File: config.mk
export PLATFORM = sky130hd
export DESIGN_NAME = tvg_ram
export DESIGN_NICKNAME = d
export VERILOG_FILES = /design/src/rtl/tvg_pkg.sv /design/src/rtl/tvg_ram.sv
export SDC_FILE = /design/constraint.sdc
export NUM_CORES = 1
export LEC_CHECK = 0
export ABC_AREA = 0
export BUFFER_PORTS_ARGS = -buffer_cell sky130_fd_sc_hd__buf_4
export CORE_MARGIN = 2
export CORE_UTILIZATION = 55
export DETAILED_ROUTE_END_ITERATION = 6
export PLACE_DENSITY = 0.76
export SLEW_MARGIN = 25
export SYNTH_ARGS = -nofsm -noshare
export SYNTH_HDL_FRONTEND = slang
export SYNTH_SLANG_ARGS = --single-unit
File: constraint.sdc
create_clock -name clk -period 5.1 [get_ports clk]
set_clock_uncertainty 0.1 [all_clocks]
set_input_delay 1.53 -clock clk [delete_from_list [all_inputs] [get_ports clk]]
set_output_delay 1.53 -clock clk [all_outputs]
set_load 0.01 [all_outputs]
File: src/rtl/tvg_pkg.sv
// shared widths, constants and small tables of the torus vertex generator
// no dependencies
package tvg_pkg;

  localparam int FRAC_BITS  = 16;
  localparam int MAX_SUBDIV = 360;
  localparam int MIN_COUNT  = 3;
  localparam int MIN_OUTER  = ((1 << FRAC_BITS) + 50) / 100;
  localparam int MIN_INNER  = ((1 << FRAC_BITS) + 100) / 200;

  localparam int RAD_W     = 23;
  localparam int CNT_W     = 9;
  localparam int VERT_W    = 24;
  localparam int PHASE_W   = 24;
  localparam int CFG_IDX_W = 2;
  localparam int TRIG_W    = 32;
  localparam int TRIG_DEPTH = 8;
  localparam int TERMS     = 7;

  localparam logic [34:0] TWO_PI_Q32 = 35'h6487ED511;

  localparam logic [CFG_IDX_W-1:0] REG_OUTER = 2'd0;
  localparam logic [CFG_IDX_W-1:0] REG_INNER = 2'd1;
  localparam logic [CFG_IDX_W-1:0] REG_FACES = 2'd2;
  localparam logic [CFG_IDX_W-1:0] REG_RINGS = 2'd3;

  localparam logic [RAD_W-1:0] RST_OUTER = 23'd65536;
  localparam logic [RAD_W-1:0] RST_INNER = 23'd32768;
  localparam logic [CNT_W-1:0] RST_COUNT = 9'd12;

  // reciprocals ceil(2^s/d) of the sine series denominators d = (2k)(2k+1)
  // s = 31 + ceil(log2 d); the quotient is exact for dividends below 2^31
  function automatic logic [31:0] sin_magic(input logic [2:0] k);
    case (k)
      3'd1:    sin_magic = 32'(((64'd1 << 34) + 64'd5) / 64'd6);
      3'd2:    sin_magic = 32'(((64'd1 << 36) + 64'd19) / 64'd20);
      3'd3:    sin_magic = 32'(((64'd1 << 37) + 64'd41) / 64'd42);
      3'd4:    sin_magic = 32'(((64'd1 << 38) + 64'd71) / 64'd72);
      3'd5:    sin_magic = 32'(((64'd1 << 38) + 64'd109) / 64'd110);
      3'd6:    sin_magic = 32'(((64'd1 << 39) + 64'd155) / 64'd156);
      3'd7:    sin_magic = 32'(((64'd1 << 39) + 64'd209) / 64'd210);
      default: sin_magic = 32'd0;
    endcase
  endfunction

  function automatic logic [5:0] sin_shift(input logic [2:0] k);
    case (k)
      3'd1:    sin_shift = 6'd34;
      3'd2:    sin_shift = 6'd36;
      3'd3:    sin_shift = 6'd37;
      3'd4:    sin_shift = 6'd38;
      3'd5:    sin_shift = 6'd38;
      3'd6:    sin_shift = 6'd39;
      3'd7:    sin_shift = 6'd39;
      default: sin_shift = 6'd32;
    endcase
  endfunction

  // same for the cosine series denominators d = (2k-1)(2k)
  function automatic logic [31:0] cos_magic(input logic [2:0] k);
    case (k)
      3'd1:    cos_magic = 32'(((64'd1 << 32) + 64'd1) / 64'd2);
      3'd2:    cos_magic = 32'(((64'd1 << 35) + 64'd11) / 64'd12);
      3'd3:    cos_magic = 32'(((64'd1 << 36) + 64'd29) / 64'd30);
      3'd4:    cos_magic = 32'(((64'd1 << 37) + 64'd55) / 64'd56);
      3'd5:    cos_magic = 32'(((64'd1 << 38) + 64'd89) / 64'd90);
      3'd6:    cos_magic = 32'(((64'd1 << 39) + 64'd131) / 64'd132);
      3'd7:    cos_magic = 32'(((64'd1 << 39) + 64'd181) / 64'd182);
      default: cos_magic = 32'd0;
    endcase
  endfunction

  function automatic logic [5:0] cos_shift(input logic [2:0] k);
    case (k)
      3'd1:    cos_shift = 6'd32;
      3'd2:    cos_shift = 6'd35;
      3'd3:    cos_shift = 6'd36;
      3'd4:    cos_shift = 6'd37;
      3'd5:    cos_shift = 6'd38;
      3'd6:    cos_shift = 6'd39;
      3'd7:    cos_shift = 6'd39;
      default: cos_shift = 6'd32;
    endcase
  endfunction

endpackage

File: src/rtl/tvg_ram.sv
// generic single-port-write, single-port-read ram with registered read data
// depends on tvg_pkg for default sizes
module tvg_ram
  import tvg_pkg::*;
#(
  parameter int WIDTH = TRIG_W,
  parameter int DEPTH = TRIG_DEPTH
) (
  input  logic                     clk,
  input  logic                     we,
  input  logic [$clog2(DEPTH)-1:0] waddr,
  input  logic [WIDTH-1:0]         wdata,
  input  logic [$clog2(DEPTH)-1:0] raddr,
  output logic [WIDTH-1:0]         rdata
);

  logic [WIDTH-1:0] mem [DEPTH];

  always_ff @(posedge clk) begin
    if (we) begin
      mem[waddr] <= wdata;
    end
    rdata <= mem[raddr];
  end

endmodule

==> After elaboration in Yosys (flattened, before gate mapping) <==
Memories as Yosys holds them, arrays and structs flattened. A register that Yosys moved wholly into a read port is not among the register bits.
Index checks and enable logic that the tools add are counted.
{ "classes": {"add_sub_neg": 0, "mul": 0, "div": 0, "magnitude_cmp": 0, "n_eq_ne": 0, "shifts": 0, "mux": 2, "n_bitwise": 0, "n_reduce_logical": 0} }
{ "op_table": {"columns": ["cell", "count"], "rows": [
  ["two-way mux 1 bit", 2]
]} }
{ "word_totals": {"reg_bits": 0, "latch_bits": 0, "mem_bits_rw": 256, "romBits": 0, "inputBits": 40, "out_inout_bits": 32, "word_cells": 3, "mem_count": 1} }
{ "mem_list": {"columns": ["name", "words", "word_bits", "rd", "rd_ports_with_merged_regs", "wr", "line", "text"], "rows": [
  ["mem", 8, 32, 1, 1, 1, "tvg_ram.sv:17", "logic [WIDTH-1:0] mem [DEPTH];"]
]} }

==> Depth between registers and ports, before layout <==
{ "depth": {"ltp_word": 2, "depth_mapped": 4, "depth_no_buf": 2} }

==> Worst setup path before layout <==
OpenSTA, ideal clock, no wires.
{ "synth_timing": {"kind": "input to register", "start": "input waddr[2]", "end": "memory mem[0][0] in the netlist's numbering, enable pin", "setup_ns": 0.461, "t_arrival_ns": 3.916, "t_required_ns": 4.539, "path_slack_ns": 0.623, "path_stages": 2, "n_path_buf": 0, "cell_sequence": "nand2b_1 > nor3_1"} }
{ "synth_lines": {"columns": ["item", "line", "text"], "rows": [
  ["from (decl)", "tvg_ram.sv:11", "input logic [$clog2(DEPTH)-1:0] waddr,"],
  ["to (decl)", "tvg_ram.sv:17", null]
]} }
Straight into the memory's write port.

==> Worst setup path in the final report <==
{ "layout_timing": {"start": "input waddr[2]", "end": "memory mem[2][16] in the netlist's numbering, enable pin"} }
Straight into the memory's write port.

==> results.toml <==
[logic_synthesis]
yosysMostFrequentCell = "edfxtp_1"
synth-seq-area-share = 0.796
avgSynthCellArea_um2 = 25.2
synth_edf_count = 256
synth.area.top_cells = "edfxtp_1, mux4_1, dfxtp_1"
ys.flop_type = "edfxtp_1"
synth-seq-cells = 288
synth_top_area_share = 0.734
ys_types = 13
yosys-top-cells-count = "edfxtp_1, mux4_1, dfxtp_1, mux2_2, mux4_2"
synth_top_cell_by_area = "edfxtp_1"
yosysWarnings = 0
synth_area_um2 = 10500
syn-num-nets = 455
synthArstFlopShare = 0
synth_cells = 415

[place]
portBuffers = 71
dp_hpwl_um = 9440
place_congestion = 0.680
dp.cells = 710
place_ws_ps = 1590

[cells_and_area]
drive_gt1_frac = 0.349
instances_no_fill = 764
n_fill_cell = 1177
diodes = 0
multiInputGateArea_um2 = 2070
nets = 547
syn_to_final_growth_pct = 16.3
seq_area_um2 = 8330

[routing]
via_per_inst = 5.88
ant_nets = 0
drtPass1Iterations = 4
vias = 4489
drc = 0
avgRoutedWirePerCell_um = 23.4
finalWirelength_um = 17900
drt_iter0_drc = 271

[clock_tree]
cts_sinks = 288
clk_pin_slew_ps = 60
postCtsSetupRepairBufs = 0
clock_latency_ps = 540
ctsResizeCount = 0
hold_buffers = 0
clockBufferDepth = 3
clock-root-buffer = "clkbuf_16"
cts_made_buffers = 29
htreeDepth = 1
cts_tree = "done"

[sta]
worst_slack_ps = 2180
worst_pin_slew_ps = 954
setup_viol = 0
fmax_mhz = 342
rsz0062_at_grt = "false"
drv_slew = 0
relSlewSlack = 0.363
final.min_clock_period_ps = 2920
hold_viol = 0
finalSetupTns_ps = 0
period_share = 0.573

[die]
io_pins = 72
chipWidth_um = 142
die_area_um2 = 20100
num_rows = 50
die_h_um = 142
initial_core_util = 0.560
core_um2 = 18700

[pwr]
p_sw_mw = 0.965
cellPowerDensity_nw_per_um2 = 402
p_int_mw = 3.93
ir_drop_mv = 0.342
pwr-share-comb = 0.054
clkPwrFrac = 0.396
power_switching_share = 0.197
seq_power_share = 0.550
leakage_nw = 4.14

[worst_setup_path]
reg2reg_slack_ps = 3720
worstSetupStartpoint = "waddr[2]"
rr_startpoint = "mem[6][26]$_DFFE_PP_"
crit_required_ps = 5220
startpoint_type = "input port"
crit_path_end_kind = "register"
reg2reg_depth = 2
cp-endpoint = "mem[2][16]$_DFFE_PP_"
cp.arrival_ps = 3050
crit_path_max_fanout = 22
worst-setup-path-type = "in2reg"
regToRegEndpoint = "rdata[26]$_DFF_P_"

[global_routing]
use_met1 = 0.242
grtUsageMet2 = 0.307
track_usage = 0.182
antenna_found_initial = 0
grt_overflow = 0
grt_pass1_wl_um = 27100
grt_pass1_vias = 4729
grt_max_degree = 65
grt_busiest_layer = "met2"
grt_use_met3 = 0.0370

[outcome]
outcome = "finished, final reports clean"

[hold_path]
hp-class = "reg2reg"

[job]
drv_cap = 0
metal layers:
layer / routed length [µm] / part of all wire
met1: 6980 / 0.39
met2: 9020 / 0.50
met3: 1420 / 0.079
met4: 469 / 0.026
met5: 0 / 0
critical path, stage by stage:
cell	delay [ps]
buf_4	110
nand2b_1	290
nor2_4	730
buf_4	370
logic make-up after synthesis:
family,count (synthesis),share of synthesized area
AND/OR/NAND/NOR,13,0.00562
buffers and inverters,18,0.0122
multiplexers,96,0.186
flip-flops,288,0.796
how the worst min path moves through the flow:
| stage | from | to | slack, ps | cells after the start |
|---|---|---|---|---|
| 5_1_grt | mem[5][6]$_DFFE_PP_ | rdata[6]$_DFF_P_ | 590 | 2 |
| 3_5_place_dp | mem[0][24]$_DFFE_PP_ | rdata[24]$_DFF_P_ | 560 | 2 |
| 3_3_place_gp | mem[5][25]$_DFFE_PP_ | rdata[25]$_DFF_P_ | 550 | 2 |
| 2_1_floorplan | mem[7][11]$_DFFE_PP_ | rdata[11]$_DFF_P_ | 540 | 2 |
| 4_1_cts | mem[7][17]$_DFFE_PP_ | rdata[17]$_DFF_P_ | 570 | 2 |
| 6_report | mem[0][31]$_DFFE_PP_ | rdata[31]$_DFF_P_ | 570 | 2 |
power groups by stage:
stage               clock network (mW)  logic [mW]  registers, mW
CTS                               1.97       0.271           2.69
global placement                     0       0.261           2.74
global route                      2.07       0.287           2.70
detailed placement                   0       0.270           2.74
floorplan                            0       0.135           2.75
finish                            1.94       0.266           2.69
layout make-up:
class | count | share of cell area
flip-flops and latches | 288 | 0.684
multi-input cells | 109 | 0.170
clock buffers | 46 | 0.0690
repair buffers | 79 | 0.0490
well taps | 234 | 0.0241
clock inverters | 8 | 0.00380
stage by stage:
stage	instance area [µm²]	hold slack (ps)	power (mW)	utilization
6_report	12200	569	4.89	0.651
5_1_grt	12200	589	5.05	0.651
2_1_floorplan	10500	541	2.88	-
4_1_cts	12200	572	4.94	0.651
3_3_place_gp	11300	547	3.00	0.603
3_5_place_dp	11300	559	3.01	0.603
sequential cells by signal (all words and copies together), names as in the netlist:
signal / count
rdata: 32
mem: 256
placed cells by master, fill, tap and decap left out, drive strengths merged:
master,netlist,layout
edfxtp,256,256
buf,17,79
clkinv,0,6
mux4,64,64
dfxtp,32,32
nand2,2,2
clkbuf,1,46
mux2,32,32
nor3,2,2
clkinvlp,0,1
nand2b,3,3
inv,0,1
nor2,6,6
(Power assumes the default switching activity.)
